`config.mk`:
```
export PLATFORM = sky130hd
export DESIGN_NAME = sap_message_deframer_core_flat
export DESIGN_NICKNAME = d
export VERILOG_FILES = /design/src/design/sap_df_pkg.sv /design/src/design/sap_df_in_if.sv /design/src/design/sap_df_out_if.sv /design/src/design/sap_df_step.sv /design/src/design/sap_message_deframer_core.sv /design/src/flat_wrapper.sv
export VERILOG_INCLUDE_DIRS = /design/src /design/src/design
export SDC_FILE = /design/constraint.sdc
export NUM_CORES = 1
export LEC_CHECK = 0
export BUFFER_PORTS_ARGS = -buffer_cell sky130_fd_sc_hd__buf_2
export CORE_ASPECT_RATIO = 0.8
export CORE_MARGIN = 2
export CORE_UTILIZATION = 44
export DETAILED_ROUTE_END_ITERATION = 6
export PLACE_DENSITY = 0.62
export SYNTH_ARGS = -nofsm -noshare
export SYNTH_HDL_FRONTEND = slang
export SYNTH_SLANG_ARGS = --single-unit
```
`constraint.sdc`:
```
create_clock -name clk -period 4.5 [get_ports clk]
set_clock_uncertainty 0.05 [all_clocks]
set_input_delay 0.675 -clock clk [delete_from_list [all_inputs] [get_ports clk]]
set_output_delay 0.675 -clock clk [all_outputs]
set_load 0.02 [all_outputs]
```
`src/design/assert_macros.svh`:
```
// Assertion helpers shared by the deframer RTL.
// Simulation gets the checks; synthesis gets empty bodies.
`ifndef ASSERT_MACROS_SVH
`define ASSERT_MACROS_SVH

`ifndef SYNTHESIS

// a at an edge requires b at that same edge
`define SAP_ASSERT_IMPLIES(label, clk, rst, a, b) \
  label: assert property (@(posedge clk) disable iff (rst) (a) |-> (b)) \
    else $error("assertion failed: same-cycle implication");

// a at an edge requires b at the next edge
`define SAP_ASSERT_NEXT(label, clk, rst, a, b) \
  label: assert property (@(posedge clk) disable iff (rst) (a) |=> (b)) \
    else $error("assertion failed: next-cycle implication");

`else

`define SAP_ASSERT_IMPLIES(label, clk, rst, a, b)
`define SAP_ASSERT_NEXT(label, clk, rst, a, b)

`endif

`endif

```
`src/design/sap_df_pkg.sv`:
```
`timescale 1ns / 1ps

package sap_df_pkg;

  // byte roles as seen on the output word
  localparam logic [2:0] ROLE_MSG_ID    = 3'd0;
  localparam logic [2:0] ROLE_PCOUNT    = 3'd1;
  localparam logic [2:0] ROLE_MSG_RSV   = 3'd2;
  localparam logic [2:0] ROLE_PAR_ID    = 3'd3;
  localparam logic [2:0] ROLE_PAR_RSV   = 3'd4;
  localparam logic [2:0] ROLE_LEN       = 3'd5;
  localparam logic [2:0] ROLE_VALUE     = 3'd6;
  localparam logic [2:0] ROLE_PAD       = 3'd7;

  // header byte positions
  localparam logic [1:0] HDR_POS_FIRST  = 2'd0;
  localparam logic [1:0] HDR_POS_SECOND = 2'd1;
  localparam logic [1:0] HDR_POS_THIRD  = 2'd2;
  localparam logic [1:0] HDR_POS_LAST   = 2'd3;

  typedef enum logic [3:0] {
    PH_MSG_HDR = 4'b0001,
    PH_PAR_HDR = 4'b0010,
    PH_VALUE   = 4'b0100,
    PH_PAD     = 4'b1000
  } phase_t;

  typedef struct packed {
    phase_t      phase;
    logic [1:0]  header_position;
    logic [7:0]  params_left;
    logic [15:0] bytes_left;
    logic [1:0]  pad_left;
    logic [7:0]  current_message;
    logic [7:0]  current_parameter;
    logic [7:0]  length_high;
    logic [15:0] value_position;
  } sap_df_state_t;

  typedef struct packed {
    logic [2:0]  byte_role;
    logic [7:0]  message_id;
    logic [7:0]  parameter_id;
    logic [7:0]  value_byte;
    logic [15:0] value_offset;
    logic        value_last;
    logic        message_done;
    logic        incomplete;
  } sap_df_result_t;

endpackage

```
`src/design/sap_df_in_if.sv`:
```
`timescale 1ns / 1ps

interface sap_df_in_if;
  logic       valid;
  logic       ready;
  logic [7:0] data_byte;
  logic       end_of_buffer;

  modport source (output valid, output data_byte, output end_of_buffer, input ready);
  modport sink   (input valid, input data_byte, input end_of_buffer, output ready);
endinterface

```
`src/design/sap_df_out_if.sv`:
```
`timescale 1ns / 1ps

interface sap_df_out_if;
  logic        valid;
  logic        ready;
  logic [2:0]  byte_role;
  logic [7:0]  message_id;
  logic [7:0]  parameter_id;
  logic [7:0]  value_byte;
  logic [15:0] value_offset;
  logic        value_last;
  logic        message_done;
  logic        incomplete;

  modport source (
    output valid, output byte_role, output message_id, output parameter_id,
    output value_byte, output value_offset, output value_last,
    output message_done, output incomplete, input ready
  );
  modport sink (
    input valid, input byte_role, input message_id, input parameter_id,
    input value_byte, input value_offset, input value_last,
    input message_done, input incomplete, output ready
  );
endinterface

```
`src/design/sap_df_step.sv`:
```
`timescale 1ns / 1ps

// Per-byte parse step: current state plus one byte gives the tagged word
// and the next state.
module sap_df_step
  import sap_df_pkg::*;
(
  input  sap_df_state_t  st,
  input  logic [7:0]     data_byte,
  input  logic           end_of_buffer,
  output sap_df_state_t  st_next,
  output sap_df_result_t res
);

  logic [15:0] len;
  logic [15:0] bytes_dec;
  logic [1:0]  pad_dec;
  logic [7:0]  params_dec;
  logic        fin;
  logic        done;
  logic [2:0]  role;
  logic [7:0]  pid;
  logic [15:0] offset;
  logic        last;

  assign len        = {st.length_high, data_byte};
  assign bytes_dec  = st.bytes_left - 16'd1;
  assign pad_dec    = st.pad_left - 2'd1;
  assign params_dec = st.params_left - 8'd1;

  always_comb begin
    st_next = st;
    fin     = 1'b0;
    done    = 1'b0;
    role    = ROLE_PAD;
    pid     = st.current_parameter;
    offset  = '0;
    last    = 1'b0;

    case (st.phase)
      PH_MSG_HDR: begin
        pid = '0;
        case (st.header_position)
          HDR_POS_FIRST: begin
            role = ROLE_MSG_ID;
            st_next.current_message = data_byte;
          end
          HDR_POS_SECOND: begin
            role = ROLE_PCOUNT;
            st_next.params_left = data_byte;
          end
          default: role = ROLE_MSG_RSV;
        endcase
        if (st.header_position == HDR_POS_LAST) begin
          st_next.header_position = HDR_POS_FIRST;
          if (st.params_left == 8'd0) begin
            done = 1'b1;
          end else begin
            st_next.phase = PH_PAR_HDR;
          end
        end else begin
          st_next.header_position = st.header_position + 2'd1;
        end
      end
      PH_PAR_HDR: begin
        case (st.header_position)
          HDR_POS_FIRST: begin
            role = ROLE_PAR_ID;
            st_next.current_parameter = data_byte;
            pid = data_byte;
          end
          HDR_POS_SECOND: role = ROLE_PAR_RSV;
          HDR_POS_THIRD: begin
            role = ROLE_LEN;
            st_next.length_high = data_byte;
          end
          default: role = ROLE_LEN;
        endcase
        if (st.header_position == HDR_POS_LAST) begin
          st_next.header_position = HDR_POS_FIRST;
          st_next.value_position  = '0;
          st_next.bytes_left      = len;
          st_next.pad_left        = 2'(3'd4 - {1'b0, len[1:0]});
          if (len == 16'd0) begin
            fin = 1'b1;
          end else begin
            st_next.phase = PH_VALUE;
          end
        end else begin
          st_next.header_position = st.header_position + 2'd1;
        end
      end
      PH_VALUE: begin
        role = ROLE_VALUE;
        offset = st.value_position;
        st_next.value_position = st.value_position + 16'd1;
        st_next.bytes_left = bytes_dec;
        if (bytes_dec == 16'd0) begin
          last = 1'b1;
          if (st.pad_left != 2'd0) begin
            st_next.phase = PH_PAD;
          end else begin
            fin = 1'b1;
          end
        end
      end
      PH_PAD: begin
        role = ROLE_PAD;
        st_next.pad_left = pad_dec;
        if (pad_dec == 2'd0) begin
          fin = 1'b1;
        end
      end
      default: begin
        st_next.phase = PH_MSG_HDR;
        st_next.header_position = HDR_POS_FIRST;
      end
    endcase

    // parameter consumed: the message ends when it was the last one
    if (fin) begin
      st_next.params_left = params_dec;
      st_next.header_position = HDR_POS_FIRST;
      if (params_dec == 8'd0) begin
        st_next.phase = PH_MSG_HDR;
        done = 1'b1;
      end else begin
        st_next.phase = PH_PAR_HDR;
      end
    end

    // buffer ran out mid-message: drop it, restart at a message header
    if (end_of_buffer && !done) begin
      st_next.phase           = PH_MSG_HDR;
      st_next.header_position = HDR_POS_FIRST;
      st_next.params_left     = '0;
      st_next.bytes_left      = '0;
      st_next.pad_left        = '0;
      st_next.value_position  = '0;
    end

    res.byte_role    = role;
    res.message_id   = st_next.current_message;
    res.parameter_id = pid;
    res.value_byte   = data_byte;
    res.value_offset = offset;
    res.value_last   = last;
    res.message_done = done;
    res.incomplete   = end_of_buffer && !done;
  end

endmodule

```
`src/design/sap_message_deframer_core.sv`:
```
// An accepted word is registered into the result register, or into the skid while
// the result register is stalled, and reaches tx from there. One byte per cycle while
// the skid is empty; the parse step is a single short combinational pass from parse
// state and input byte into the output stage. The two-entry output stage (result
// register plus skid) keeps rx.ready registered. Reset (rst, synchronous, active
// high) returns the parser to a message header and empties both output entries.
`timescale 1ns / 1ps
`include "assert_macros.svh"

module sap_message_deframer_core
  import sap_df_pkg::*;
(
  input  logic         clk,
  input  logic         rst,
  sap_df_in_if.sink    rx,
  sap_df_out_if.source tx
);

  // Parse state, advanced once for every accepted input word.
  sap_df_state_t  st;
  sap_df_state_t  st_next;
  sap_df_result_t step_res;

  // Output stage: head register drives tx, skid catches a word accepted
  // while the head is stalled.
  sap_df_result_t out_word;
  sap_df_result_t skid_word;
  logic           out_valid;
  logic           skid_valid;
  logic           accept;
  logic           head_free;

  // Check helpers
  logic           eob_accept;
  logic           parse_idle;

  sap_df_step u_step (
    .st            (st),
    .data_byte     (rx.data_byte),
    .end_of_buffer (rx.end_of_buffer),
    .st_next       (st_next),
    .res           (step_res)
  );

  // Ready only depends on the skid being empty, so no combinational path
  // from tx.ready back to rx.ready.
  assign rx.ready  = !skid_valid;
  assign accept    = rx.valid && rx.ready;
  assign head_free = !out_valid || tx.ready;

  always_ff @(posedge clk) begin
    if (rst) begin
      st.phase             <= PH_MSG_HDR;
      st.header_position   <= HDR_POS_FIRST;
      st.params_left       <= '0;
      st.bytes_left        <= '0;
      st.pad_left          <= '0;
      st.current_message   <= '0;
      st.current_parameter <= '0;
      st.length_high       <= '0;
      st.value_position    <= '0;
    end else if (accept) begin
      st <= st_next;
    end
  end

  // Valid flags: control, so reset.
  always_ff @(posedge clk) begin
    if (rst) begin
      out_valid  <= 1'b0;
      skid_valid <= 1'b0;
    end else if (head_free) begin
      // skid drains first; it can only be full when no accept happened
      if (skid_valid) begin
        out_valid  <= 1'b1;
        skid_valid <= 1'b0;
      end else begin
        out_valid  <= accept;
      end
    end else if (accept) begin
      skid_valid <= 1'b1;
    end
  end

  // Payload registers: no reset needed.
  always_ff @(posedge clk) begin
    if (head_free) begin
      if (skid_valid) begin
        out_word <= skid_word;
      end else if (accept) begin
        out_word <= step_res;
      end
    end else if (accept) begin
      skid_word <= step_res;
    end
  end

  assign tx.valid        = out_valid;
  assign tx.byte_role    = out_word.byte_role;
  assign tx.message_id   = out_word.message_id;
  assign tx.parameter_id = out_word.parameter_id;
  assign tx.value_byte   = out_word.value_byte;
  assign tx.value_offset = out_word.value_offset;
  assign tx.value_last   = out_word.value_last;
  assign tx.message_done = out_word.message_done;
  assign tx.incomplete   = out_word.incomplete;

  assign eob_accept = accept && rx.end_of_buffer;
  assign parse_idle = (st.phase == PH_MSG_HDR) && (st.header_position == HDR_POS_FIRST);

  // A full skid always sits behind a full head register.
  `SAP_ASSERT_IMPLIES(a_skid_behind_head, clk, rst, skid_valid, out_valid)

  // Value-last only ever marks a value byte.
  `SAP_ASSERT_IMPLIES(a_last_is_value, clk, rst, tx.valid && tx.value_last, tx.byte_role == ROLE_VALUE)

  // A word never both completes and drops a message.
  `SAP_ASSERT_IMPLIES(a_done_not_dropped, clk, rst, tx.valid && tx.message_done, !tx.incomplete)

  // After the last byte of a buffer the parser waits at a fresh message header.
  `SAP_ASSERT_NEXT(a_eob_restarts, clk, rst, eob_accept, parse_idle)

endmodule
```
`src/flat_wrapper.sv`:
```
// flat-port wrapper written by rule: the top's interface ports become plain ports
module sap_message_deframer_core_flat import sap_df_pkg::*;
  (clk, rst, rx_valid, rx_data_byte, rx_end_of_buffer, rx_ready, tx_valid, tx_byte_role, tx_message_id, tx_parameter_id, tx_value_byte, tx_value_offset, tx_value_last, tx_message_done, tx_incomplete, tx_ready);
  sap_df_in_if rx_i ();
  sap_df_out_if tx_i ();
  input  logic clk;
  input  logic rst;
  input wire logic [$bits(rx_i.valid)-1:0] rx_valid;
  input wire logic [$bits(rx_i.data_byte)-1:0] rx_data_byte;
  input wire logic [$bits(rx_i.end_of_buffer)-1:0] rx_end_of_buffer;
  output wire logic [$bits(rx_i.ready)-1:0] rx_ready;
  output wire logic [$bits(tx_i.valid)-1:0] tx_valid;
  output wire logic [$bits(tx_i.byte_role)-1:0] tx_byte_role;
  output wire logic [$bits(tx_i.message_id)-1:0] tx_message_id;
  output wire logic [$bits(tx_i.parameter_id)-1:0] tx_parameter_id;
  output wire logic [$bits(tx_i.value_byte)-1:0] tx_value_byte;
  output wire logic [$bits(tx_i.value_offset)-1:0] tx_value_offset;
  output wire logic [$bits(tx_i.value_last)-1:0] tx_value_last;
  output wire logic [$bits(tx_i.message_done)-1:0] tx_message_done;
  output wire logic [$bits(tx_i.incomplete)-1:0] tx_incomplete;
  input wire logic [$bits(tx_i.ready)-1:0] tx_ready;
  assign rx_i.valid = rx_valid;
  assign rx_i.data_byte = rx_data_byte;
  assign rx_i.end_of_buffer = rx_end_of_buffer;
  assign rx_ready = rx_i.ready;
  assign tx_valid = tx_i.valid;
  assign tx_byte_role = tx_i.byte_role;
  assign tx_message_id = tx_i.message_id;
  assign tx_parameter_id = tx_i.parameter_id;
  assign tx_value_byte = tx_i.value_byte;
  assign tx_value_offset = tx_i.value_offset;
  assign tx_value_last = tx_i.value_last;
  assign tx_message_done = tx_i.message_done;
  assign tx_incomplete = tx_i.incomplete;
  assign tx_i.ready = tx_ready;
  sap_message_deframer_core u_core (.clk(clk), .rst(rst), .rx(rx_i), .tx(tx_i));
endmodule
```
# Yosys cells after proc, flatten, opt, wreduce, memory -nomap -nowiden
# Index checks and enable logic that the tools add are counted.
# op_classes
n_bitwise	1
n_reduce_logical	30
add_sub_neg	6
eq_ne	16
mux	44
# ops
operator	n
two-way mux 46 bit	2
one-hot mux 16 bit (2 select lines)	2
two-way mux 16 bit	3
two-way mux 8 bit	5
logical NOT 16 bit	2
two-way mux 32 bit	1
two-way mux 4 bit	6
inequality test 4 x 3 -> 1 bit (second input constant)	6
two-way mux 18 bit	1
adder 16 x 1 -> 16 bit (second input constant)	1
logical NOT 8 bit	2
one-hot mux 4 bit (4 select lines)	1
one-hot mux 8 bit (2 select lines)	1
subtractor 16 x 1 -> 16 bit (second input constant)	1
two-way mux 14 bit	1
two-way mux 1 bit	13
one-hot mux 2 bit (2 select lines)	3
AND reduction 3 bit	4
nonzero test 3 bit	4
one-hot mux 3 bit (3 select lines)	1
AND reduction 2 bit	4
AND reduction 8 bit	1
subtractor 8 x 1 -> 8 bit (second input constant)	1
inequality test 3 x 2 -> 1 bit (second input constant)	2
other kinds (20)	29
# totals
out_inout_bits	48
elab_cells	124
regBits	166
input_bits	13

# Logic depth before layout (Yosys ltp)
# Gate-level depths: netlist of run 1.
# logic_depth
ltp_word	10
depth_mapped	13
mapped_depth_nobuf	10

# Cells and area by module
# A second synthesis of run 1 with hierarchy kept.
# hier_totals
hier_cells	893
hier_area_um2	9489.1
# by_module_without_submodules
mod	instances	seq_area_each_um2	area_each_um2	cells_per_inst
sap_message_deframer_core	1	4244.1	6796.5	481
sap_df_step	1	0.0	2692.6	412

# Worst setup path before layout of run 1
# Ideal clock, no wire load.
# synth_path
path_kind	input to register
from	in rx_valid
to	reg u_core.skid_word[0] (netlist bit) (enable)
cell_stages	3
t_arrival_ns	2.988
required_time_ns	4.000
path_slack_ns	1.012
setup_time_ns	0.450
path_buffers	1
path_cell_list	nand2_1 -> clkbuf_1 -> nor2_1
# synth_between
elab_chain_cells	2
# synth_rtl
element	line_no	rtl
from (decl)	flat_wrapper.sv:8	input wire logic [$bits(rx_i.valid)-1:0] rx_valid;
logical AND 1 bit	sap_message_deframer_core.sv:48	assign accept = rx.valid && rx.ready;
AND reduction 2 bit (no source line)	-	
to (signal assigned)	sap_message_deframer_core.sv:94	skid_word <= step_res;
to (decl)	sap_message_deframer_core.sv:27	sap_df_result_t skid_word;
# No other way between the ends.
# A chain may end at the register's enable or synchronous reset.

# Worst setup path in the final report of run 1
# layout_path
from	reg u_core.st[42] (netlist name)
to	reg u_core.st[42] (netlist name)
# layout_between
elab_chain_cells	9
word_cells_on_any_way	12
cone_classes	add/sub: 1; eq/ne: 1; mux: 5; reduce/logical: 5
# layout_rtl
element	line_no	rtl
subtractor 16 x 1 -> 16 bit (*)	sap_df_step.sv:27	assign bytes_dec = st.bytes_left - 16'd1;
logical NOT 16 bit	sap_df_step.sv:98	if (bytes_dec == 16'd0) begin
two-way mux 1 bit	sap_df_step.sv:98	
one-hot mux 1 bit (3 select lines)	sap_df_step.sv:40	case (st.phase)
two-way mux 1 bit	sap_df_step.sv:121	if (fin) begin
logical NOT 1 bit	sap_df_step.sv:133	if (end_of_buffer && !done) begin
logical AND 1 bit	sap_df_step.sv:133	
inequality test 3 x 2 -> 1 bit (no source line) or nonzero test 3 bit (tied branches)	-	
AND reduction 3 bit (no source line)	-	
# Every way passes the cells marked *; elsewhere a longest branch is shown, timed or not.

==> impl_metrics.sql, run 1 <==
INSERT INTO impl_metrics (metric_group, metric, value, unit) VALUES
('grt', 'pin_count_of_the_biggest_net_entering_global_routing', '47', ''),
('clock_tree', 'cts_num_sinks', '166', ''),
('routing', 'antenna_left', '0', ''),
('sta', 'finalHoldWorstSlack', '0.432', 'ns'),
('logic_synthesis', 'asyncSetResetFlopFracSynth', '0', '%'),
('logic_synthesis', 'share_of_the_synthesized_area_in_compound_gates_ao_oa_aoi_oai', '12.3', '%'),
('sta', 'rsz0062_at_grt', 'no', ''),
('clock_tree', 'max-clock-path-buffers', '2', ''),
('status', 'outcome', 'complete, no violations', ''),
('critical_path', 'critPathMaxStageDelay', '0.82', 'ns'),
('die', 'die_height', '124', 'µm'),
('routing', 'drt-initial-drc-count', '536', ''),
('grt', 'vias_in_the_first_global_route', '5645', ''),
('finish', 'multi_input_area', '0.00338', 'mm²'),
('critical_path', 'timing.critical_path.from_type', 'register', ''),
('finish', 'n_antenna_cell', '0', ''),
('logic_synthesis', 'yosys.area.top_type', 'sky130_fd_sc_hd__edfxtp_1', ''),
('logic_synthesis', 'post_synth_and_or_nand_nor_area_fraction', '18.9', '%'),
('routing', 'vias', '6039', ''),
('clock_tree', 'cts.clk_slew.worst_paths', '0.07', 'ns'),
('finish', 'syn_to_final_growth', '13.1', '%'),
('power', 'pwr_cell_area', '389', 'mW/mm²'),
('sta', 'final_max_slew_viol_count', '0', ''),
('flow_run', 'drv_cap', '0', ''),
('logic_synthesis', 'synthesis.area', '0.00794', 'mm²'),
('logic_synthesis', 'synth_fp_nets', '803', ''),
('clock_tree', 'post_cts_setup_buffer_count', '0', ''),
('sta', 'maxClockFrequency', '264', 'MHz'),
('sta', 'worst_slew_margin_rel', '22.8', '%'),
('logic_synthesis', 'post_synth_fa_ha_maj_area_fraction', '2.05', '%'),
('critical_path', 'cp_slowest_cell', 'sky130_fd_sc_hd__a21oi_1', ''),
('clock_tree', 'clock_tree_from_tritoncts', 'yes', ''),
('logic_synthesis', 'synth-xor-area-share', '1.10', '%'),
('logic_synthesis', 'yosys.area.top_type_share', '34.8', '%'),
('logic_synthesis', 'largest_family_of_logic_cells_by_synthesized_area', 'simple AND/OR/NAND/NOR gates', ''),
('die', 'floorplan.initialDensity', '45.4', '%'),
('placement', 'final_hpwl_from_detailed_placement', '13000', 'µm'),
('critical_path', 'crit_top_cell', 'sky130_fd_sc_hd__a21oi_1', ''),
('logic_synthesis', 'synth_seq_area_share', '53.4', '%'),
('die', 'floorplan.die_area', '0.0192', 'mm²'),
('finish', 'seqCellArea', '0.00424', 'mm²'),
('logic_synthesis', 'synthMuxAreaShare', '7.95', '%'),
('clock_tree', 'ctsHtreeMaxLevel', '4', ''),
('finish', 'filler_cell_count_in_the_final_layout', '1536', ''),
('die', 'coreArea', '0.0175', 'mm²'),
('grt', 'grt_pass1_wl', '30400', 'µm'),
('logic_synthesis', 'synth_warnings', '0', ''),
('clock_tree', 'cts_buffers', '17', ''),
('sta', 'timing.final.crit_period', '3.79', 'ns'),
('routing', 'drt_drc_violations_left', '0', ''),
('routing', 'vias_per_cell', '5.73', ''),
('logic_synthesis', 'synth_cells', '777', ''),
('critical_path', 'cp.required', '4.80', 'ns'),
('grt', 'grtUsageTotal', '20.4', '%'),
('critical_path', 'setup.worst_path.class', 'register to register', ''),
('logic_synthesis', 'mean_cell_area_of_the_mapped_netlist', '10.2', 'µm²'),
('finish', 'final_nets', '842', ''),
('finish', 'drive_gt1_share', '19.1', '%'),
('placement', 'gp_routability_congestion', '0.914', ''),
('power', 'ir_drop', '0.224', 'mV'),
('logic_synthesis', 'ys_ff_latch', '166', ''),
('logic_synthesis', 'yosys.cell_types.count', '63', ''),
('worst_hold_path', 'hold_path.class', 'register to register', ''),
('clock_tree', 'clk-insertion-delay-late', '0.43', 'ns'),
('clock_tree', 'root_buffer', 'sky130_fd_sc_hd__clkbuf_16', ''),
('routing', 'routed_wl', '19200', 'µm'),
('critical_path', 'top_cell_family_by_delay_on_the_critical_path', 'simple AND/OR/NAND/NOR gates', ''),
('die', 'top_level_ports', '61', ''),
('grt', 'gr-total-overflow', '0', ''),
('critical_path', 'cp_data_arrival_time', '4.09', 'ns'),
('sta', 'min_period_over_period', '84.2', '%');
-- kinds of logic after synthesis --
family / Yosys count
muxes: 58
buffers and inverters: 78
and+or+nand+nor: 299
xor gates and xnor gates: 10
DFF: 166
AOI/OAI and AO/OA: 153
adders and majority gates: 13
-- per-layer routing --
metal | global-route usage (%) | vias up | share of wire (%)
met5 | 0 | - | 0
met3 | 4.80 | 17 | 6.2
li1 | - | 2897 | -
met4 | 5.14 | 0 | 1.1
met1 | 29.8 | 2936 | 49
met2 | 30.8 | 189 | 43
-- synthesized netlist by cell type, types with 6 or more instances --
| cell type | number |
|---|---|
| sky130_fd_sc_hd__a22oi_1 | 14 |
| sky130_fd_sc_hd__nand2b_1 | 9 |
| sky130_fd_sc_hd__o21ai_1 | 10 |
| sky130_fd_sc_hd__ha_1 | 13 |
| sky130_fd_sc_hd__mux2_2 | 41 |
| sky130_fd_sc_hd__xnor2_1 | 7 |
| sky130_fd_sc_hd__a21oi_1 | 44 |
| sky130_fd_sc_hd__edfxtp_1 | 92 |
| sky130_fd_sc_hd__and3_1 | 12 |
| sky130_fd_sc_hd__nor2_1 | 84 |
| sky130_fd_sc_hd__clkbuf_1 | 34 |
| sky130_fd_sc_hd__buf_2 | 12 |
| sky130_fd_sc_hd__or4_1 | 6 |
| sky130_fd_sc_hd__nor3_1 | 25 |
| sky130_fd_sc_hd__inv_1 | 26 |
| sky130_fd_sc_hd__nand2_1 | 74 |
| sky130_fd_sc_hd__and2_1 | 12 |
| sky130_fd_sc_hd__nor4b_1 | 6 |
| sky130_fd_sc_hd__mux2i_1 | 17 |
| sky130_fd_sc_hd__nor3b_1 | 7 |
| sky130_fd_sc_hd__o31ai_1 | 16 |
| sky130_fd_sc_hd__nor4_1 | 11 |
| sky130_fd_sc_hd__dfxtp_1 | 74 |
| sky130_fd_sc_hd__nand3_1 | 20 |
| sky130_fd_sc_hd__o21ai_0 | 32 |
-- flip-flops by register name (all words and copies together) (netlist names) --
register / cells
u_core.tx.value_byte: 8
u_core.skid_valid: 1
u_core.tx.message_id: 8
u_core.tx.byte_role: 3
u_core.tx.value_offset: 16
u_core.tx.message_done: 1
u_core.tx.valid: 1
u_core.tx.value_last: 1
u_core.tx.incomplete: 1
u_core.st: 72
u_core.skid_word: 46
u_core.tx.parameter_id: 8
-- worst min-delay path, delay by kind of cell (launching register included) --
family / cells / cell delay (ns)
AND/OR/NAND/NOR: 1 / 0.05
AO/OA/AOI/OAI: 1 / 0.06
flip-flops: 1 / 0.32
-- layout make-up --
| class | count | area share, % |
|---|---|---|
| sequential | 166 | 47.2 |
| multi-input combinational | 533 | 37.6 |
| clock buffer | 18 | 4.78 |
| timing repair buffer | 72 | 4.34 |
| tap | 225 | 3.13 |
| clock inverter | 14 | 1.80 |
| inverter | 26 | 1.09 |
-- where the power goes --
part	switching, mW	internal (mW)	total [mW]
logic	0.229	0.118	0.347
registers	0.0244	1.66	1.69
clock network	0.671	0.793	1.46
total	0.924	2.58	3.50
-- path summary, 6_finish.rpt --
check / from / endpoint / slack (ns) / cells after the start
hold reg to reg: u_core.st[41] / u_core.st[41] / 0.43 / 2
setup / recovery: u_core.st[42] / u_core.st[42] / 0.71 / 10
hold / removal: u_core.st[41] / u_core.st[41] / 0.43 / 2
setup reg to reg: u_core.st[42] / u_core.st[42] / 0.71 / 10
-- metrics by stage --
step | power (mW) | worst slack, ns | area (µm²) | utilization [%]
floorplan | 1.96 | 1.01 | 7940 | -
finish | 3.50 | 0.710 | 8980 | 51.4
CTS | 3.52 | 0.826 | 8980 | 51.4
detailed placement | 2.07 | 0.827 | 8390 | 48.0
global placement | 2.06 | 0.857 | 8390 | 48.0
global route | 3.63 | 0.513 | 8980 | 51.4
Power figures use the tool's default switching activity.
==> run 2, diff against run 1 <==
Settings changed: ABC_AREA set to 1, PLACE_DENSITY 0.62 to 0.65.
Clock period 4.5 ns to 3.1 ns, I/O delays scaled along.
==> impl_metrics.sql, run 2 <==
INSERT INTO impl_metrics (metric_group, metric, value, unit) VALUES
('sta', 'timing_hold_violations_final', '0', ''),
('placement', 'placed_cells_incl_taps', '1340', ''),
('sta', 'worst_slew_margin_rel', '50.6', '%'),
('routing', 'antenna_left', '0', ''),
('logic_synthesis', 'yosys.area.top_type', 'sky130_fd_sc_hd__edfxtp_1', ''),
('die', 'floorplan.initialDensity', '45.2', '%'),
('logic_synthesis', 'share_of_the_synthesized_area_in_compound_gates_ao_oa_aoi_oai', '9.83', '%'),
('grt', 'grt_pass1_wl', '31900', 'µm'),
('finish', 'syn_to_final_growth', '15.2', '%'),
('power', 'ir_drop', '0.336', 'mV'),
('status', 'outcome', 'complete, no violations', ''),
('logic_synthesis', 'synth_warnings', '0', ''),
('sta', 'maxClockFrequency', '357', 'MHz'),
('sta', 'min_period_over_period', '90.2', '%'),
('finish', 'largest_register_ff_count', '72', ''),
('finish', 'final_nets', '1134', ''),
('placement', 'place_worst_setup_slack', '0.214', 'ns'),
('grt', 'use_met1', '30.9', '%'),
('routing', 'drt_drc_violations_left', '0', ''),
('finish', 'final-instance-count-excl-fill', '1374', ''),
('critical_path', 'timing.critical_path.from_type', 'register', ''),
('clock_tree', 'cts.clk_slew.worst_paths', '0.07', 'ns'),
('finish', 'drive_gt1_share', '13.2', '%'),
('finish', 'n_antenna_cell', '0', ''),
('power', 'p_leak', '4.16', 'nW'),
('grt', 'gr-total-overflow', '0', ''),
('sta', 'finalHoldWorstSlack', '0.241', 'ns'),
('grt', 'met3_usage', '4.03', '%'),
('placement', 'buffer_ports.inserted', '60', ''),
('grt', 'grtUsageTotal', '20.4', '%'),
('logic_synthesis', 'synthMostInstantiatedCell', 'sky130_fd_sc_hd__nand2_1', ''),
('logic_synthesis', 'post_synth_and_or_nand_nor_area_fraction', '27.2', '%'),
('sta', 'timing.final.crit_period', '2.80', 'ns'),
('critical_path', 'worstSetupEndpointType', 'register', ''),
('clock_tree', 'max-clock-path-buffers', '2', ''),
('grt', 'initial_antenna_violation_count', '0', ''),
('sta', 'final_max_slew_viol_count', '0', ''),
('logic_synthesis', 'synthesis.area', '0.00826', 'mm²'),
('grt', 'met2_usage', '29.1', '%'),
('critical_path', 'setup.worst_path.class', 'register to register', ''),
('grt', 'vias_in_the_first_global_route', '6207', ''),
('finish', 'seqCellArea', '0.00425', 'mm²'),
('logic_synthesis', 'flip_flop_cell_with_the_highest_count_after_synthesis', 'sky130_fd_sc_hd__edfxtp_1', ''),
('sta', 'worst_pin_slew', '0.740', 'ns'),
('die', 'fp.dieW', '157', 'µm'),
('grt', 'pin_count_of_the_biggest_net_entering_global_routing', '56', ''),
('flow_run', 'drv_cap', '0', ''),
('worst_hold_path', 'hold_path.class', 'primary input to register', ''),
('logic_synthesis', 'yosys.area.top_type_share', '33.5', '%'),
('placement', 'gp_routability_congestion', '0.884', ''),
('finish', 'filler_cell_count_in_the_final_layout', '1735', ''),
('die', 'coreArea', '0.0183', 'mm²'),
('die', 'row_count', '44', ''),
('sta', 'setup_violations', '0', ''),
('clock_tree', 'clock_tree_from_tritoncts', 'yes', ''),
('placement', 'final_hpwl_from_detailed_placement', '13100', 'µm'),
('die', 'floorplan.die_area', '0.0199', 'mm²'),
('clock_tree', 'cts_num_sinks', '166', ''),
('power', 'pwr_cell_area', '595', 'mW/mm²'),
('logic_synthesis', 'largest_family_of_logic_cells_by_synthesized_area', 'simple AND/OR/NAND/NOR gates', ''),
('logic_synthesis', 'synth_cells', '1048', ''),
('logic_synthesis', 'commonest_cells_post_synth', '308 x sky130_fd_sc_hd__nand2_1, 146 x sky130_fd_sc_hd__nor2_1, 106 x sky130_fd_sc_hd__inv_1, 92 x sky130_fd_sc_hd__edfxtp_1, 78 x sky130_fd_sc_hd__o21ai_0', ''),
('logic_synthesis', 'ys_top_cells_by_area', 'sky130_fd_sc_hd__edfxtp_1 33%, sky130_fd_sc_hd__dfxtp_1 18%, sky130_fd_sc_hd__nand2_1 14%', ''),
('critical_path', 'cp_data_arrival_time', '3.11', 'ns'),
('sta', 'rsz0062_at_grt', 'no', ''),
('grt', 'grt_busiest_layer', 'met1', ''),
('logic_synthesis', 'ys_ff_latch', '166', ''),
('critical_path', 'worst-path-max-fanout', '16', ''),
('logic_synthesis', 'post_synth_fa_ha_maj_area_fraction', '1.97', '%'),
('logic_synthesis', 'synth-xor-area-share', '1.70', '%'),
('die', 'top_level_ports', '61', ''),
('logic_synthesis', 'synthMuxAreaShare', '0.136', '%'),
('logic_synthesis', 'mean_cell_area_of_the_mapped_netlist', '7.88', 'µm²'),
('clock_tree', 'cts_buffers', '17', ''),
('routing', 'vias', '6842', ''),
('logic_synthesis', 'asyncSetResetFlopFracSynth', '0', '%'),
('sta', 'setup-tns-final', '0', 'ns'),
('finish', 'final_common_cell', 'sky130_fd_sc_hd__nand2_1', ''),
('routing', 'routed_wl', '19300', 'µm'),
('routing', 'drt-initial-drc-count', '574', ''),
('finish', 'register_name_with_the_most_flops', 'u_core.st', ''),
('die', 'die_height', '127', 'µm'),
('logic_synthesis', 'yosys.cell_types.count', '39', ''),
('clock_tree', 'ctsHtreeMaxLevel', '4', ''),
('clock_tree', 'root_buffer', 'sky130_fd_sc_hd__clkbuf_16', ''),
('logic_synthesis', 'synth_seq_area_share', '51.4', '%'),
('finish', 'multi_input_area', '0.00341', 'mm²'),
('critical_path', 'cp.required', '3.41', 'ns'),
('logic_synthesis', 'synth_fp_nets', '1074', ''),
('finish', 'most-common-layout-cells', '308 x sky130_fd_sc_hd__nand2_1, 143 x sky130_fd_sc_hd__nor2_1, 106 x sky130_fd_sc_hd__inv_1', ''),
('clock_tree', 'post_cts_hold_buffer_count', '0', ''),
('power', 'totalPowerFinal', '5.66', 'mW'),
('routing', 'vias_per_cell', '4.98', ''),
('clock_tree', 'clk-insertion-delay-late', '0.43', 'ns'),
('routing', 'wire_per_inst', '14.1', 'µm'),
('logic_synthesis', 'synth_edf_count', '92', ''),
('routing', 'drt_first_pass_iters', '5', ''),
('sta', 'setup_ws', '0.302', 'ns');
==> run 2: critical path, stage by stage, from the launching register on <==
cell and delay [ns]:
sky130_fd_sc_hd__dfxtp_1 0.34, sky130_fd_sc_hd__inv_1 0.11, sky130_fd_sc_hd__ha_2 0.24, sky130_fd_sc_hd__nand3_1 0.18, sky130_fd_sc_hd__o21ai_0 0.20, sky130_fd_sc_hd__nand2_1 0.12
sky130_fd_sc_hd__nor2_1 0.13, sky130_fd_sc_hd__nand2_1 0.08, sky130_fd_sc_hd__nor2_2 0.13, sky130_fd_sc_hd__nand4_2 0.11, sky130_fd_sc_hd__nand2_4 0.13, sky130_fd_sc_hd__nand2_4 0.07
sky130_fd_sc_hd__nand3_4 0.15, sky130_fd_sc_hd__buf_12 0.18, sky130_fd_sc_hd__nand2_2 0.09, sky130_fd_sc_hd__inv_2 0.13, sky130_fd_sc_hd__nand2_1 0.06, sky130_fd_sc_hd__nand2_1 0.06
sky130_fd_sc_hd__nand2_1 0.05, sky130_fd_sc_hd__nor2_1 0.11
==> run 2: logic make-up (layout without fill, tap and decap cells) <==
logic type | after synthesis | after routing
buffers and inverters | 157 | 230
AND/OR/NAND/NOR | 544 | 544
adder cells (fa/ha/maj) | 13 | 13
multiplexers | 1 | 1
XOR/XNOR | 16 | 16
AO/OA/AOI/OAI | 151 | 151
flip-flops | 166 | 166
==> run 2: final timing paths <==
kind / startpoint / endpoint / slack, ns / cells past startpoint
hold / removal: rx_data_byte[6] / u_core.skid_word[25] / 0.24 / 1
setup / recovery: u_core.st[42] / u_core.st[1] / 0.30 / 19
hold reg to reg: u_core.st[31] / u_core.st[31] / 0.42 / 2
setup reg to reg: u_core.st[42] / u_core.st[1] / 0.30 / 19
==> run 2: through the flow <==
step	utilization, %	instance area, µm²
floorplan	-	8260
global placement	48.7	8900
detailed placement	48.7	8900
CTS	51.9	9480
global route	52.1	9520
finish	52.1	9520
==> run 2: what timing repair did <==
| item | in CTS | in global routing |
|---|---|---|
| buffers inserted | 0 | 2 |
| resized for setup | 0 | 6 |
| setup endpoints to repair | 0 | 35 |
==> run 2: cell type report <==
type / count / area share [%]
clock buffers: 17 / 4.47
clock inverters: 15 / 1.67
repair buffers: 86 / 5.64
flip-flops and latches: 166 / 44.6
inverters: 112 / 4.44
well taps: 253 / 3.33
multi-input cells: 725 / 35.8
==> run 2: power by group <==
part / switching (mW) / internal [mW]
clock network: 0.956 / 1.14
logic: 0.695 / 0.314
registers: 0.0705 / 2.49
total: 1.72 / 3.94
==> run 2: layer usage <==
| layer | routed length [µm] | vias up |
|---|---|---|
| li1 | - | 3499 |
| met2 | 8060 | 213 |
| met5 | 0 | - |
| met3 | 1180 | 30 |
| met1 | 9770 | 3100 |
| met4 | 327 | 0 |
==> run 3, diff against run 2 <==
Settings changed: CAP_MARGIN set to 20, PLACE_DENSITY 0.65 to 0.64, SYNTH_HIERARCHICAL set to 1.
==> impl_metrics.sql, run 3 <==
INSERT INTO impl_metrics (metric_group, metric, value, unit) VALUES
('sta', 'setup-tns-final', '0', 'ns'),
('logic_synthesis', 'yosys.area.top_type_share', '29.0', '%'),
('power', 'pwr_cell_area', '524', 'mW/mm²'),
('logic_synthesis', 'synth_cells', '1356', ''),
('logic_synthesis', 'yosys.area.top_type', 'sky130_fd_sc_hd__edfxtp_1', ''),
('sta', 'rsz0062_at_grt', 'no', ''),
('clock_tree', 'cts.clk_slew.worst_paths', '0.07', 'ns'),
('critical_path', 'cp.required', '3.42', 'ns'),
('clock_tree', 'cts_buffers', '17', ''),
('flow_run', 'drv_cap', '0', ''),
('grt', 'grtUsageTotal', '21.7', '%'),
('sta', 'setup_violations', '0', ''),
('die', 'fp.dieW', '168', 'µm'),
('placement', 'buffer_ports.inserted', '60', ''),
('logic_synthesis', 'ys_ff_latch', '166', ''),
('routing', 'drt-initial-drc-count', '778', ''),
('routing', 'antenna_left', '0', ''),
('routing', 'drt_drc_violations_left', '0', ''),
('sta', 'worst_slew_margin_rel', '37.6', '%'),
('sta', 'final_max_slew_viol_count', '0', ''),
('sta', 'min_period_over_period', '91.3', '%'),
('power', 'p_leak', '5.12', 'nW'),
('power', 'ir_drop', '0.284', 'mV'),
('clock_tree', 'ctsHtreeMaxLevel', '4', ''),
('sta', 'timing_hold_violations_final', '0', ''),
('finish', 'final_nets', '1410', ''),
('sta', 'worst_pin_slew', '0.933', 'ns'),
('logic_synthesis', 'synth_seq_area_share', '44.6', '%'),
('grt', 'pin_count_of_the_biggest_net_entering_global_routing', '67', ''),
('logic_synthesis', 'synth_warnings', '6', ''),
('logic_synthesis', 'synth_edf_count', '92', ''),
('routing', 'routed_wl', '24100', 'µm'),
('grt', 'gr-total-overflow', '0', ''),
('clock_tree', 'clk-insertion-delay-late', '0.44', 'ns'),
('placement', 'final_hpwl_from_detailed_placement', '15800', 'µm'),
('grt', 'vias_in_the_first_global_route', '7540', ''),
('logic_synthesis', 'flip_flop_cell_with_the_highest_count_after_synthesis', 'sky130_fd_sc_hd__edfxtp_1', ''),
('die', 'top_level_ports', '61', ''),
('finish', 'n_antenna_cell', '0', ''),
('clock_tree', 'cts_num_sinks', '166', ''),
('grt', 'initial_antenna_violation_count', '0', ''),
('die', 'coreArea', '0.0214', 'mm²'),
('routing', 'vias_per_cell', '5.01', ''),
('logic_synthesis', 'synth_fp_nets', '1382', ''),
('die', 'row_count', '48', ''),
('critical_path', 'timing.critical_path.from_type', 'register', ''),
('finish', 'filler_cell_count_in_the_final_layout', '2116', ''),
('finish', 'drive_gt1_share', '10.5', '%'),
('critical_path', 'setup.worst_path.class', 'register to register', ''),
('logic_synthesis', 'yosys.cell_types.count', '41', ''),
('logic_synthesis', 'synthMostInstantiatedCell', 'sky130_fd_sc_hd__nand2_1', ''),
('logic_synthesis', 'mean_cell_area_of_the_mapped_netlist', '7.02', 'µm²'),
('routing', 'vias', '8380', ''),
('grt', 'grt_pass1_wl', '39500', 'µm'),
('worst_hold_path', 'hold_path.class', 'primary input to register', ''),
('finish', 'largest_register_ff_count', '72', ''),
('finish', 'utilization_after_layout', '49.7', '%'),
('logic_synthesis', 'ys_top_cells_by_area', 'sky130_fd_sc_hd__edfxtp_1 29%, sky130_fd_sc_hd__nand2_1 16%, sky130_fd_sc_hd__dfxtp_1 16%', ''),
('sta', 'timing.final.crit_period', '2.83', 'ns'),
('logic_synthesis', 'asyncSetResetFlopFracSynth', '0', '%'),
('critical_path', 'cp_data_arrival_time', '3.15', 'ns'),
('routing', 'wire_per_inst', '14.4', 'µm'),
('finish', 'syn_to_final_growth', '11.6', '%'),
('critical_path', 'worst-path-max-fanout', '37', ''),
('finish', 'most-common-layout-cells', '398 x sky130_fd_sc_hd__nand2_1, 212 x sky130_fd_sc_hd__inv_1, 208 x sky130_fd_sc_hd__nor2_1', ''),
('die', 'die_height', '136', 'µm'),
('logic_synthesis', 'synthesis.area', '0.00952', 'mm²'),
('clock_tree', 'max-clock-path-buffers', '2', ''),
('die', 'floorplan.die_area', '0.0228', 'mm²'),
('clock_tree', 'clock_tree_from_tritoncts', 'yes', ''),
('routing', 'drt_first_pass_iters', '5', ''),
('sta', 'maxClockFrequency', '353', 'MHz'),
('logic_synthesis', 'commonest_cells_post_synth', '398 x sky130_fd_sc_hd__nand2_1, 212 x sky130_fd_sc_hd__inv_1, 209 x sky130_fd_sc_hd__nor2_1, 109 x sky130_fd_sc_hd__nand3_1, 92 x sky130_fd_sc_hd__edfxtp_1', ''),
('clock_tree', 'post_cts_hold_buffer_count', '0', ''),
('placement', 'gp_routability_congestion', '0.892', ''),
('finish', 'register_name_with_the_most_flops', 'u_core/st', ''),
('finish', 'final_common_cell', 'sky130_fd_sc_hd__nand2_1', ''),
('critical_path', 'worstSetupEndpointType', 'register', ''),
('die', 'floorplan.initialDensity', '44.5', '%'),
('status', 'outcome', 'complete, no violations', ''),
('clock_tree', 'root_buffer', 'sky130_fd_sc_hd__clkbuf_16', '');
## run 3: cell count changes after synthesis, moves of 21 or more
cell                      delta
sky130_fd_sc_hd__nand3_1    +66
sky130_fd_sc_hd__buf_2      +25
sky130_fd_sc_hd__nor2_1     +63
sky130_fd_sc_hd__nand2_1    +90
sky130_fd_sc_hd__a21oi_1    -43
sky130_fd_sc_hd__o21ai_0    -21
sky130_fd_sc_hd__inv_1     +106
## run 3: worst max-delay path: stages (launching register included)
cell and delay (ns):
sky130_fd_sc_hd__dfxtp_1 0.42, sky130_fd_sc_hd__inv_2 0.08, sky130_fd_sc_hd__ha_1 0.27, sky130_fd_sc_hd__xnor2_1 0.21
sky130_fd_sc_hd__nand2_1 0.07, sky130_fd_sc_hd__nor2_1 0.13, sky130_fd_sc_hd__nand2_1 0.08, sky130_fd_sc_hd__nor2_1 0.10
sky130_fd_sc_hd__nand2_1 0.07, sky130_fd_sc_hd__nor2_2 0.15, sky130_fd_sc_hd__nand4_4 0.21, sky130_fd_sc_hd__nand2_8 0.13
sky130_fd_sc_hd__nand2_4 0.06, sky130_fd_sc_hd__nand3_2 0.11, sky130_fd_sc_hd__buf_12 0.21, sky130_fd_sc_hd__nand2_1 0.10
sky130_fd_sc_hd__inv_1 0.07, sky130_fd_sc_hd__inv_1 0.03, sky130_fd_sc_hd__nand3_1 0.06, sky130_fd_sc_hd__nand2_1 0.06
sky130_fd_sc_hd__nor2_1 0.08
## run 3: path summary, 6_finish.rpt
path | cells past startpoint | from | slack, ns | endpoint
worst max-delay path | 20 | u_core/st[42] | 0.27 | u_core/st[48]
worst min-delay path | 2 | rst | 0.19 | u_core/tx.valid
worst max register to register | 20 | u_core/st[42] | 0.27 | u_core/st[48]
worst min register to register | 2 | u_core/st[59] | 0.44 | u_core/st[59]
## run 3: final cells by class
type	count	area (µm²)	area share (%)
Sequential cell	166	4250	40.0
Multi-Input combinational cell	887	4050	38.1
Inverter	225	846	7.96
Timing Repair Buffer	87	566	5.32
Clock buffer	18	429	4.04
Tap cell	275	344	3.24
Clock inverter	14	145	1.37
## run 3: per-stage QoR
stage	power, mW	cell area, µm²	hold WS, ns	std cells	worst slack, ns
final	5.57	10600	0.192	1672	0.270
after global placement	3.47	10000	0.411	1638	0.292
after CTS	5.60	10600	0.182	1670	0.203
after floorplan	3.27	9530	0.401	1356	0.505
after detailed placement	3.49	10000	0.422	1638	0.214
after global routing	5.84	10600	0.186	1672	0.00539
## run 3: kinds of logic after synthesis
family          count (synthesis)  share of synthesized area (%)
compound gates                114                           7.27
buf+inv                       303                           13.3
mux                             1                          0.118
fa+ha+maj                      13                           1.71
xor+xnor                       10                          0.920
flops                         166                           44.6
simple gates                  749                           32.1
## run 3: timing repair
item                       in CTS  in global routing
setup buffers                   0                  2
resized for setup               0                  3
setup endpoints to repair       0                 47
## run 3: layer usage
layer	global-route usage, %	wire length [µm]
met3	3.18	1380
met4	5.70	295
met1	32.4	12200
met2	32.9	10200
met5	0	0
## run 3: power by group
part           internal [mW]  total [mW]  switching, mW
Combinational          0.299       0.903          0.604
Clock                   1.08        2.12           1.04
Sequential              2.47        2.55         0.0803
Total                   3.85        5.57           1.72
